==> src/miq_pkg.sv <==
// ----------------------------------------------------------------------------
// miq_pkg: shared types and constants for the middle insert queue
// Payload structs, request and status codes, storage geometry and the
// circular index helpers used by the control stage.
// ----------------------------------------------------------------------------
package miq_pkg;

    localparam int CAPACITY   = 1024;
    localparam int HALF_DEPTH = (CAPACITY + 1) / 2;
    localparam int IDX_W      = (HALF_DEPTH > 1) ? $clog2(HALF_DEPTH) : 1;
    localparam int CNT_W      = $clog2(HALF_DEPTH + 1);
    localparam int TOT_W      = CNT_W + 1;
    localparam int DATA_W     = 32;
    localparam int KIND_W     = 2;
    localparam int STAT_W     = 2;
    localparam int LEN_W      = 11;

    // Request kinds; any kind with the pop bit set is a pop
    localparam logic [KIND_W-1:0] KIND_PUSH_BACK = 2'd0;
    localparam logic [KIND_W-1:0] KIND_PUSH_MID  = 2'd1;
    localparam int                KIND_POP_BIT   = 1;

    // Result status codes
    localparam logic [STAT_W-1:0] STAT_PUSHED = 2'd0;
    localparam logic [STAT_W-1:0] STAT_POPPED = 2'd1;
    localparam logic [STAT_W-1:0] STAT_EMPTY  = 2'd2;
    localparam logic [STAT_W-1:0] STAT_FULL   = 2'd3;

    typedef struct packed {
        logic [KIND_W-1:0]        kind;
        logic signed [DATA_W-1:0] value_in;
    } miq_in_t;

    typedef struct packed {
        logic [STAT_W-1:0]        status;
        logic signed [DATA_W-1:0] value_out;
        logic [LEN_W-1:0]         line_length;
    } miq_out_t;

    // Work plan for one transaction, built at accept time
    typedef struct packed {
        logic [STAT_W-1:0] status;
        logic [LEN_W-1:0]  line_length;
        logic              pop_ok;
        logic              front_re;
        logic [IDX_W-1:0]  front_raddr;
        logic              front_we;
        logic [IDX_W-1:0]  front_waddr;
        logic              move_from_back;
        logic              back_re;
        logic [IDX_W-1:0]  back_raddr;
        logic              back_we;
        logic [IDX_W-1:0]  back_waddr;
        logic [DATA_W-1:0] val;
    } miq_plan_t;

    // idx + cnt modulo HALF_DEPTH; idx < HALF_DEPTH and cnt <= HALF_DEPTH
    function automatic logic [IDX_W-1:0] wrap_add(input logic [IDX_W-1:0] idx,
                                                  input logic [CNT_W-1:0] cnt);
        logic [CNT_W:0] sum;
        sum = (CNT_W+1)'(idx) + (CNT_W+1)'(cnt);
        if (sum >= (CNT_W+1)'(HALF_DEPTH)) begin
            sum = sum - (CNT_W+1)'(HALF_DEPTH);
        end
        return IDX_W'(sum);
    endfunction

    function automatic logic [IDX_W-1:0] wrap_dec(input logic [IDX_W-1:0] idx);
        logic [IDX_W-1:0] res;
        if (idx == '0) begin
            res = IDX_W'(HALF_DEPTH - 1);
        end else begin
            res = idx - IDX_W'(1);
        end
        return res;
    endfunction

endpackage

==> src/miq_ctrl.sv <==
// ----------------------------------------------------------------------------
// miq_ctrl: head pointers and counts of both halves
// Decides each transaction from the request kind and the counts alone and
// updates the pointers as the transaction is accepted.
// ----------------------------------------------------------------------------
module miq_ctrl (
    input  logic                aclk,
    input  logic                aresetn,
    input  logic                accept,
    input  miq_pkg::miq_in_t    item,
    output miq_pkg::miq_plan_t  plan
);
    import miq_pkg::*;

    logic [IDX_W-1:0] front_head_reg, front_head_next;
    logic [CNT_W-1:0] front_count_reg, front_count_next;
    logic [IDX_W-1:0] back_head_reg, back_head_next;
    logic [CNT_W-1:0] back_count_reg, back_count_next;
    logic [TOT_W-1:0] total;
    logic [TOT_W-1:0] total_next;
    logic             halves_even;

    assign total       = TOT_W'(front_count_reg) + TOT_W'(back_count_reg);
    assign halves_even = (front_count_reg == back_count_reg);

    always_comb begin
        plan             = '0;
        plan.val         = item.value_in;
        front_head_next  = front_head_reg;
        front_count_next = front_count_reg;
        back_head_next   = back_head_reg;
        back_count_next  = back_count_reg;

        if (item.kind[KIND_POP_BIT]) begin
            if (front_count_reg == '0) begin
                plan.status = STAT_EMPTY;
            end else begin
                plan.status      = STAT_POPPED;
                plan.pop_ok      = 1'b1;
                plan.front_re    = 1'b1;
                plan.front_raddr = front_head_reg;
                front_head_next  = wrap_add(front_head_reg, CNT_W'(1));
                front_count_next = front_count_reg - CNT_W'(1);
                if (halves_even) begin
                    // refill the front tail from the back head
                    plan.back_re        = 1'b1;
                    plan.back_raddr     = back_head_reg;
                    plan.front_we       = 1'b1;
                    plan.front_waddr    = wrap_add(front_head_reg, front_count_reg);
                    plan.move_from_back = 1'b1;
                    back_head_next      = wrap_add(back_head_reg, CNT_W'(1));
                    back_count_next     = back_count_reg - CNT_W'(1);
                    front_count_next    = front_count_reg;
                end
            end
        end else if (total >= TOT_W'(CAPACITY)) begin
            plan.status = STAT_FULL;
        end else if (item.kind == KIND_PUSH_BACK) begin
            plan.status = STAT_PUSHED;
            if (halves_even) begin
                plan.front_we    = 1'b1;
                plan.front_waddr = wrap_add(front_head_reg, front_count_reg);
                front_count_next = front_count_reg + CNT_W'(1);
                if (back_count_reg != '0) begin
                    // append at back tail, move back head to front tail
                    plan.back_we        = 1'b1;
                    plan.back_waddr     = wrap_add(back_head_reg, back_count_reg);
                    plan.back_re        = 1'b1;
                    plan.back_raddr     = back_head_reg;
                    plan.move_from_back = 1'b1;
                    back_head_next      = wrap_add(back_head_reg, CNT_W'(1));
                end
            end else begin
                plan.back_we    = 1'b1;
                plan.back_waddr = wrap_add(back_head_reg, back_count_reg);
                back_count_next = back_count_reg + CNT_W'(1);
            end
        end else begin
            plan.status = STAT_PUSHED;
            if (halves_even) begin
                // the new value would move straight on to the front tail
                plan.front_we    = 1'b1;
                plan.front_waddr = wrap_add(front_head_reg, front_count_reg);
                front_count_next = front_count_reg + CNT_W'(1);
            end else begin
                plan.back_we    = 1'b1;
                plan.back_waddr = wrap_dec(back_head_reg);
                back_head_next  = wrap_dec(back_head_reg);
                back_count_next = back_count_reg + CNT_W'(1);
            end
        end

        total_next       = TOT_W'(front_count_next) + TOT_W'(back_count_next);
        plan.line_length = LEN_W'(total_next);
    end

    always_ff @(posedge aclk) begin
        if (!aresetn) begin
            front_head_reg  <= '0;
            front_count_reg <= '0;
            back_head_reg   <= '0;
            back_count_reg  <= '0;
        end else if (accept) begin
            front_head_reg  <= front_head_next;
            front_count_reg <= front_count_next;
            back_head_reg   <= back_head_next;
            back_count_reg  <= back_count_next;
        end
    end

endmodule

==> config.mk <==
export PLATFORM = sky130hd
export DESIGN_NAME = miq_ctrl
export DESIGN_NICKNAME = d
export VERILOG_FILES = /design/src/miq_pkg.sv /design/src/miq_ctrl.sv
export SDC_FILE = /design/constraint.sdc
export NUM_CORES = 1
export LEC_CHECK = 0
export BUFFER_PORTS_ARGS = -buffer_cell sky130_fd_sc_hd__clkbuf_2
export CAP_MARGIN = 20
export CORE_ASPECT_RATIO = 0.6
export CORE_MARGIN = 3
export CORE_UTILIZATION = 49
export CTS_CLUSTER_DIAMETER = 60
export DETAILED_ROUTE_END_ITERATION = 8
export PLACE_DENSITY_LB_ADDON = 0.25
export SLEW_MARGIN = 25
export SYNTH_ARGS = -nofsm -noshare
export SYNTH_HDL_FRONTEND = slang
export SYNTH_SLANG_ARGS = --single-unit
==> constraint.sdc <==
create_clock -name aclk -period 3.5 [get_ports aclk]
set_input_delay 0.175 -clock aclk [delete_from_list [all_inputs] [get_ports aclk]]
set_output_delay 0.175 -clock aclk [all_outputs]
set_load 0.005 [all_outputs]
==> results of run 1 <==
-- cell type report --
class / count / area, um2 / share of cell area (%)
sequential: 38 / 777 / 13.7
multi-input combinational: 488 / 3580 / 62.9
tap: 126 / 158 / 2.77
timing repair buffer: 134 / 870 / 15.3
clock inverter: 3 / 68.8 / 1.21
inverter: 29 / 109 / 1.91
clock buffer: 5 / 125 / 2.20
-- worst max-delay path by stage --
stage / from / to / slack [ns]
final: front_count_reg[0] / plan[82] / -0.46
after global routing: front_count_reg[0] / plan[82] / -0.65
after CTS: front_count_reg[0] / plan[82] / -0.45
after detailed placement: front_count_reg[0] / plan[83] / -0.25
after global placement: front_count_reg[0] / plan[82] / -0.14
after floorplan: front_count_reg[0] / plan[82] / -0.006
-- cell families after synthesis --
family / Yosys count / share of synthesized area, %
buffers and inverters: 98 / 10.9
AO/OA/AOI/OAI: 126 / 17.5
adder cells (fa/ha/maj): 48 / 13.7
flip-flops: 38 / 16.6
XOR/XNOR: 65 / 12.4
multiplexers: 7 / 1.53
AND/OR/NAND/NOR: 242 / 27.3
-- per-layer routing --
metal	up-vias	global-route usage [%]	routed length [um]
li1	2274	-	-
met1	2270	39.2	7070
met2	213	38.9	5830
met3	36	7.49	1300
met4	0	6.88	295
met5	-	0	0
-- critical path, cell delays in order (launching register included) --
cell      delay, ns
dfxtp_4        0.35
ha_4           0.15
fa_2           0.33
a21oi_2        0.15
nor2_2         0.07
o311ai_4       0.31
nand3_2        0.14
o21ai_2        0.17
xnor2_1        0.15
ha_2           0.22
inv_2          0.04
fa_2           0.34
inv_1          0.06
a21o_1         0.12
a21oi_2        0.06
o311a_1        0.37
a21oi_2        0.17
buf_4          0.13
a21oi_2        0.03
buf_2          0.12
-- timing repair --
action	4_1_cts	5_1_grt
resized for setup	16	34
buffers inserted	4	8
endpoints found under the setup margin	8	9
pin swaps	10	16
-- through the flow --
step / util (%) / TNS, ns
2_1_floorplan: - / -0.0121
3_5_place_dp: 59.0 / -0.987
6_report: 64.5 / -2.25
5_1_grt: 64.5 / -3.57
3_3_place_gp: 59.0 / -0.518
4_1_cts: 62.3 / -2.42
-- cells in the final DEF (no fill, tap or decap), drive strengths merged, types with 17 or more instances in the layout --
cell,count
ha,44
xnor2,48
nor2,54
a21oi,40
nand3,22
dfxtp,38
buf,81
o21ai,29
nand2,51
xor2,17
inv,29
nor3,17
clkbuf,58
and2,39
==> flow_metrics.env, run 1 <==
export IMPL_cts_tree="built"
export IMPL_nets=781
export IMPL_syn_area_um2=4590
export IMPL_syn_to_final_growth_pct=23.9
export IMPL_place_congestion=0.982
export IMPL_slew_headroom_pct=49.1
export IMPL_grt_pass1_vias=4373
export IMPL_yosysSeqAreaShare_pct=16.6
export IMPL_synthCells=624
export IMPL_synth_main_ff_cell="dfxtp_1"
export IMPL_synth_top_area_share_pct=16.6
export IMPL_finClkSkew_ns=0.00727
export IMPL_io_pins=124
export IMPL_nFillCells=768
export IMPL_ff2ff_path_depth=13
export IMPL_critPathKind="reg2out"
export IMPL_grt_antenna_before_repair=0
export IMPL_fin_cells=823
export IMPL_grt_pass1_wl_um=22600
export IMPL_placed_cell_area_um2=5200
export IMPL_h_tree_depth=2
export IMPL_clockBufferDepth=2
export IMPL_drtPass1Iterations=5
export IMPL_ant_nets=0
export IMPL_fin_crit_ns=3.96
export IMPL_whs_endpoint="plan[10]"
export IMPL_status="complete, but fails checks"
export IMPL_place_inst=804
export IMPL_max_cap_viol_count=0
export IMPL_wl_per_cell_um=17.6
export IMPL_ys_types=62
export IMPL_hp_start="item[10]"
export IMPL_crit_path_max_fanout=3
export IMPL_place_ws_ns=-0.248
export IMPL_clkLatencyLatePin_ns=0.29
export IMPL_synthTopCellsByArea="dfxtp_1 (17%), ha_1 (12%), xnor2_1 (9.2%)"
export IMPL_die_w_um=131
export IMPL_cts_clk_slew_worst_paths_ns=0.07
export IMPL_syn_avg_cell_area_um2=7.35
export IMPL_crit_arrival_ns=3.79
export IMPL_yosysTopAreaCell="dfxtp_1"
export IMPL_start_util_pct=52.0
export IMPL_synthArstFlopShare_pct=0
export IMPL_drv_slew=0
export IMPL_worstReg2RegStart="front_count_reg[0]"
export IMPL_cp_required_ns=3.32
export IMPL_worst_hold_slack_ns=0.350
export IMPL_fmax_mhz=252
export IMPL_synth_edff_count=0
export IMPL_setup_viol=8
export IMPL_worst_r2r_setup_slack_ns=0.45
export IMPL_end_kind="output pin"
export IMPL_vias=4793
export IMPL_via_per_inst=5.82
export IMPL_synth_nets=709
export IMPL_port_buffers=59
export IMPL_fp_row_count=26
export IMPL_coreArea_um2=8820
export IMPL_overflow=0
export IMPL_ys_warn_count=0
export IMPL_clockRootBuffer="clkbuf_16"
export IMPL_worstMarginPinSlew_ns=0.762
export IMPL_diodes=0
export IMPL_design_area_um2=5690
export IMPL_grt_usage_pct=26.9
export IMPL_dieArea_um2=10600
export IMPL_wl_um=14500
export IMPL_violations="negative setup slack"
export IMPL_min_path_cells=0
export IMPL_drc=0
export IMPL_dp_hpwl_um=10900
export IMPL_synth_most_common_cell="nor2_1"
export IMPL_finalWorstSetupSlack_ns=-0.461
export IMPL_r2r_end="back_head_reg[8]"
export IMPL_drt_iter0_markers=415
export IMPL_ys_ff_latch=38
export IMPL_drive_gt1_share_pct=29.1
export IMPL_period_share_pct=113
export IMPL_worstSetupStartpointType="flip-flop"
export IMPL_rsz0062_at_grt="yes"
export IMPL_numCtsBuffers=5
export IMPL_hold_violations=0
export IMPL_cts_sinks=38
export IMPL_yosys_top_cells_count="nor2_1 (54), nand2_1 (50), xnor2_1 (48)"
export IMPL_hold_class="in2out"
export IMPL_die_h_um=81.0
export IMPL_grt_max_degree=39
export IMPL_hold_buffers=0
Power of run 1 is not shown: default switching activity piles up to over one toggle a cycle in this logic, so the estimate is an artifact.
==> run 2: changes to the inputs <==
CORE_ASPECT_RATIO = 1.25   (was 0.6)
CORE_MARGIN = 2   (was 3)
==> run 2 against run 1 <==
  * The run still ends with negative setup slack left
  * Sequential cell count unchanged
  * Final area increased by 2.8%
  * Hold slack about the same
  * Critical endpoint unchanged
  * Die area decreased by 4.2%
  * Critical path depth unchanged
  * Routed wire length decreased by 4.7%
  * Register-to-register slack improved by 0.12 ns
  * Sequential share of layout area decreased by 0.30 points
  * Final cell count decreased by 0.12%
  * Via count decreased by 1.7%
  * Non-clock buffer count increased by 2
==> flow_metrics.env, run 2 (synthesized netlist as in run 1, its figures left out) <==
export IMPL_status="complete, but fails checks"
export IMPL_violations="negative setup slack"
export IMPL_place_inst=807
export IMPL_drive_gt1_share_pct=31.6
export IMPL_worstReg2RegStart="front_count_reg[0]"
export IMPL_startpoint="front_count_reg[0]"
export IMPL_crit_arrival_ns=3.77
export IMPL_h_tree_depth=2
export IMPL_final_common_cell="buf_4"
export IMPL_fin_crit_ns=3.94
export IMPL_drt_iter0_markers=275
export IMPL_port_buffers=59
export IMPL_via_per_inst=5.73
export IMPL_wl_um=13800
export IMPL_cts_tree="built"
export IMPL_crit_chain="ha_4, fa_2, a21oi_2, nor2_2, o311ai_2, nand3_1, o21ai_2, xnor2_2, ha_2, inv_2, fa_2, inv_2, a21o_1, a21oi_4, o311a_4, a21oi_2, buf_4, a21oi_2, buf_2"
export IMPL_hold_violations=0
export IMPL_grt_pass1_vias=4712
export IMPL_drtPass1Iterations=5
export IMPL_grt_pass1_wl_um=22200
export IMPL_hp_start="item[10]"
export IMPL_worstSetupStartpointType="flip-flop"
export IMPL_grt_antenna_before_repair=0
export IMPL_dp_hpwl_um=10400
export IMPL_rsz0062_at_grt="yes"
export IMPL_finClkSkew_ns=0.00409
export IMPL_drv_slew=0
export IMPL_drc=0
export IMPL_slew_headroom_pct=52.2
export IMPL_grt_usage_pct=26.5
export IMPL_start_util_pct=50.3
export IMPL_critPathKind="reg2out"
export IMPL_crit_path_max_fanout=3
export IMPL_cts_sinks=38
export IMPL_finalWorstSetupSlack_ns=-0.444
export IMPL_end_kind="output pin"
export IMPL_cp_required_ns=3.32
export IMPL_wl_per_cell_um=16.8
export IMPL_syn_to_final_growth_pct=27.4
export IMPL_routedLengthMet1_um=5490
export IMPL_setup_viol=7
export IMPL_ant_nets=0
export IMPL_dieArea_um2=10200
export IMPL_diodes=0
export IMPL_grt_max_degree=39
export IMPL_clkLatencyLatePin_ns=0.28
export IMPL_numCtsBuffers=5
export IMPL_top_layer="met4"
export IMPL_nFillCells=800
export IMPL_die_h_um=112
export IMPL_clockBufferDepth=2
export IMPL_hold_buffers=0
export IMPL_max_cap_viol_count=0
export IMPL_place_congestion=0.940
export IMPL_layout_common_cells="buf_4 (74), clkbuf_2 (52), nor2_1 (51), nand2_1 (47), xnor2_1 (44)"
export IMPL_period_share_pct=113
export IMPL_die_w_um=90.6
export IMPL_overflow=0
export IMPL_vias=4713
export IMPL_hold_class="in2out"
export IMPL_met2_length_um=6980
export IMPL_fp_row_count=39
export IMPL_coreArea_um2=9130
export IMPL_io_pins=124
export IMPL_crit_path_frequent_cell="a21oi_2"
export IMPL_worstMarginPinSlew_ns=0.718
export IMPL_cp_slowest_stage_delay_ns=0.36
export IMPL_cts_clk_slew_worst_paths_ns=0.05
export IMPL_clockRootBuffer="clkbuf_16"
export IMPL_nets=783
export IMPL_wl_met3_um=677
export IMPL_crit_slowest_cell="fa_2"
export IMPL_fin_cells=822
export IMPL_fmax_mhz=254
-- run 2: cell types whose count changed in the layout (fill, tap and decap cells not counted), sizes merged --
cell	previous run	this run
clkinv	1	0
clkbuf	58	59
bufinv	2	1
buf	81	84
-- run 2: worst paths after layout --
path                        to  slack (ns)  depth (start not counted)
max reg2reg   back_head_reg[6]        0.57                         13
min                   plan[10]        0.35                          0
max                   plan[82]       -0.44                         19
min reg2reg  back_count_reg[1]        0.55                          1
-- run 2: worst max-delay path: cells and delay by family, from the launching register on --
| family | cells | cell delay, ns |
|---|---|---|
| compound gates | 8 | 1.34 |
| xor+xnor | 1 | 0.16 |
| fa+ha+maj | 4 | 1.06 |
| buf+inv | 4 | 0.34 |
| flops | 1 | 0.35 |
| simple gates | 2 | 0.23 |
-- run 2: layout make-up --
class                           instances  area [um2]  share of cell area, %
Multi-Input combinational cell        488        3740                   64.0
Timing Repair Buffer                  136         885                   15.1
Sequential cell                        38         781                   13.4
Tap cell                              123         154                   2.63
Clock buffer                            7         143                   2.44
Inverter                               29         109                   1.86
Clock inverter                          1        30.0                  0.514
-- run 2: routing by layer --
metal | global-route usage [%] | vias to the layer above
li1 | - | 2271
met1 | 29.6 | 2209
met2 | 47.6 | 182
met3 | 4.16 | 51
met4 | 15.1 | 0
met5 | 0 | -
-- run 2: metrics by stage --
stage                     util, %  hold WS, ns  TNS, ns  cell area, um2  worst slack [ns]
after floorplan                 -        0.431  -0.0121            4670          -0.00644
after detailed placement     57.5        0.350   -0.624            5240            -0.210
final                        64.0        0.350    -2.18            5840            -0.444
after global routing         64.0        0.350    -3.47            5840            -0.619
after global placement       57.5        0.350   -0.392            5240            -0.122
after CTS                    60.9        0.350    -2.60            5560            -0.461
-- run 2: repair_timing --
action | 4_1_cts | 5_1_grt
endpoints found under the hold margin | 0 | 0
pin swaps | 22 | 27
resized for setup | 21 | 51
setup buffers | 3 | 6
endpoints found under the setup margin | 8 | 9
Power of run 2 is left out for the same reason.
==> run 3: changes to the inputs <==
REMOVE_ABC_BUFFERS = 1   (was not set)
TNS_END_PERCENT = 20   (was not set)
==> run 3 against run 2 <==
  * Routed wire length increased by 2.2%
  * Worst setup slack got worse by 0.037 ns
  * The run still ends with negative setup slack left
  * Highest routed layer unchanged
  * First-iteration DRC count shrank 6.2%
  * Critical path depth is the same
  * Hold slack about the same
  * Sequential share of layout area up 0.56 points
  * Sequential cell count stayed put
  * Die area did not move
==> flow_metrics.env, run 3 (synthesized netlist as in run 1, its figures left out) <==
export IMPL_cts_clk_slew_worst_paths_ns=0.06
export IMPL_critPathKind="reg2out"
export IMPL_startpoint="front_count_reg[0]"
export IMPL_clockBufferDepth=2
export IMPL_grt_pass1_wl_um=22500
export IMPL_ff2ff_path_depth=12
export IMPL_min_path_cells=0
export IMPL_die_h_um=112
export IMPL_layout_common_cells="buf_4 (73), clkbuf_2 (56), nor2_1 (51), nand2_1 (50), xnor2_1 (47)"
export IMPL_drive_gt1_share_pct=26.2
export IMPL_hold_class="in2out"
export IMPL_port_buffers=59
export IMPL_clockRootBuffer="clkbuf_16"
export IMPL_die_w_um=90.6
export IMPL_hold_buffers=0
export IMPL_drtPass1Iterations=5
export IMPL_hp_start="item[5]"
export IMPL_crit_slowest_cell="dfxtp_2"
export IMPL_whs_endpoint="plan[5]"
export IMPL_wl_um=14100
export IMPL_worstSetupStartpointType="flip-flop"
export IMPL_finClkSkew_ns=0.00297
export IMPL_fin_crit_ns=3.98
export IMPL_slew_headroom_pct=52.3
export IMPL_max_cap_viol_count=0
export IMPL_ant_nets=0
export IMPL_io_pins=124
export IMPL_numCtsBuffers=5
export IMPL_worstMarginPinSlew_ns=0.716
export IMPL_drt_iter0_markers=258
export IMPL_fp_row_count=39
export IMPL_drc=0
export IMPL_path_buf_inv=3
export IMPL_crit_chain="ha_4, fa_2, a21oi_2, nor2_2, o311ai_2, buf_4, nand2_1, buf_4, nor3_1, o21ai_0, o311a_1, ha_1, a21o_1, a21oi_2, nand2b_1, o31a_1, and2_1, xnor2_1, clkbuf_2"
export IMPL_wl_per_cell_um=17.3
export IMPL_grt_antenna_before_repair=0
export IMPL_crit_path_max_fanout=3
export IMPL_status="complete, but fails checks"
export IMPL_hold_violations=0
export IMPL_h_tree_depth=2
export IMPL_worst_r2r_setup_slack_ns=0.62
export IMPL_clkLatencyLatePin_ns=0.29
export IMPL_place_congestion=0.918
export IMPL_setup_viol=8
export IMPL_diodes=0
export IMPL_finalWorstSetupSlack_ns=-0.481
export IMPL_grt_usage_pct=27.5
export IMPL_final_common_cell="buf_4"
export IMPL_worstReg2RegStart="front_count_reg[0]"
export IMPL_syn_to_final_growth_pct=19.9
export IMPL_dp_hpwl_um=11000
export IMPL_cts_tree="built"
export IMPL_start_util_pct=50.3
export IMPL_grt_max_degree=39
export IMPL_via_per_inst=5.69
export IMPL_period_share_pct=114
export IMPL_cp_num_cells=19
export IMPL_violations="negative setup slack"
export IMPL_crit_arrival_ns=3.81
export IMPL_rsz0062_at_grt="yes"
export IMPL_coreArea_um2=9130
export IMPL_nets=779
export IMPL_grt_pass1_vias=4515
export IMPL_end_kind="output pin"
export IMPL_place_ws_ns=-0.394
export IMPL_cp_required_ns=3.32
export IMPL_cp_slowest_stage_delay_ns=0.34
export IMPL_fmax_mhz=251
export IMPL_critPathTopFamily="compound AO/OA/AOI/OAI gates"
export IMPL_drv_slew=0
export IMPL_r2r_end="back_head_reg[6]"
export IMPL_cts_sinks=38
export IMPL_vias=4651
export IMPL_overflow=0
export IMPL_dieArea_um2=10200
[run 3: cell types whose count changed in the layout (fill, tap and decap cells not counted), moves of 4 or more]
cell and change:
dfxtp_1 +6, ha_1 +9, clkbuf_2 +4, ha_4 -8
buf_2 -4
[run 3: through the flow]
| step | instances | utilization (%) | hold slack, ns | area (um2) | setup TNS (ns) |
|---|---|---|---|---|---|
| finish | 818 | 60.3 | 0.350 | 5500 | -2.74 |
| global route | 818 | 60.3 | 0.350 | 5500 | -4.30 |
| CTS | 816 | 59.8 | 0.350 | 5450 | -2.58 |
| detailed placement | 805 | 56.5 | 0.350 | 5160 | -2.13 |
| global placement | 805 | 56.5 | 0.350 | 5160 | -1.06 |
| floorplan | 555 | - | 0.297 | 4200 | -1.71 |
[run 3: worst max path at each step]
stage	slack, ns	end
detailed placement	-0.39	plan[84]
CTS	-0.44	plan[82]
global route	-0.66	plan[83]
global placement	-0.23	plan[84]
finish	-0.48	plan[81]
floorplan	-0.42	plan[84]
[run 3: layer usage]
layer,share of wire [%],up-vias,GRT usage [%]
li1,-,2265,-
met4,3.0,0,10.6
met5,0,-,2.45
met3,6.9,29,7.65
met1,42,2162,32.1
met2,48,195,47.6
[run 3: layout make-up]
cell class | instances | area, um2
Sequential cell | 38 | 766
Multi-Input combinational cell | 488 | 3460
Clock buffer | 5 | 125
Fill cell | 869 | 3620
Timing Repair Buffer | 132 | 843
Clock inverter | 3 | 40.0
Inverter | 29 | 109
Tap cell | 123 | 154
[run 3: timing repair]
action / 4_1_cts / 5_1_grt
endpoints found under the hold margin: 0 / 0
endpoints found under the setup margin: 9 / 9
buffers inserted: 3 / 2
gates resized for setup: 30 / 8
pin swaps: 16 / 9
Power of run 3 is left out for the same reason.
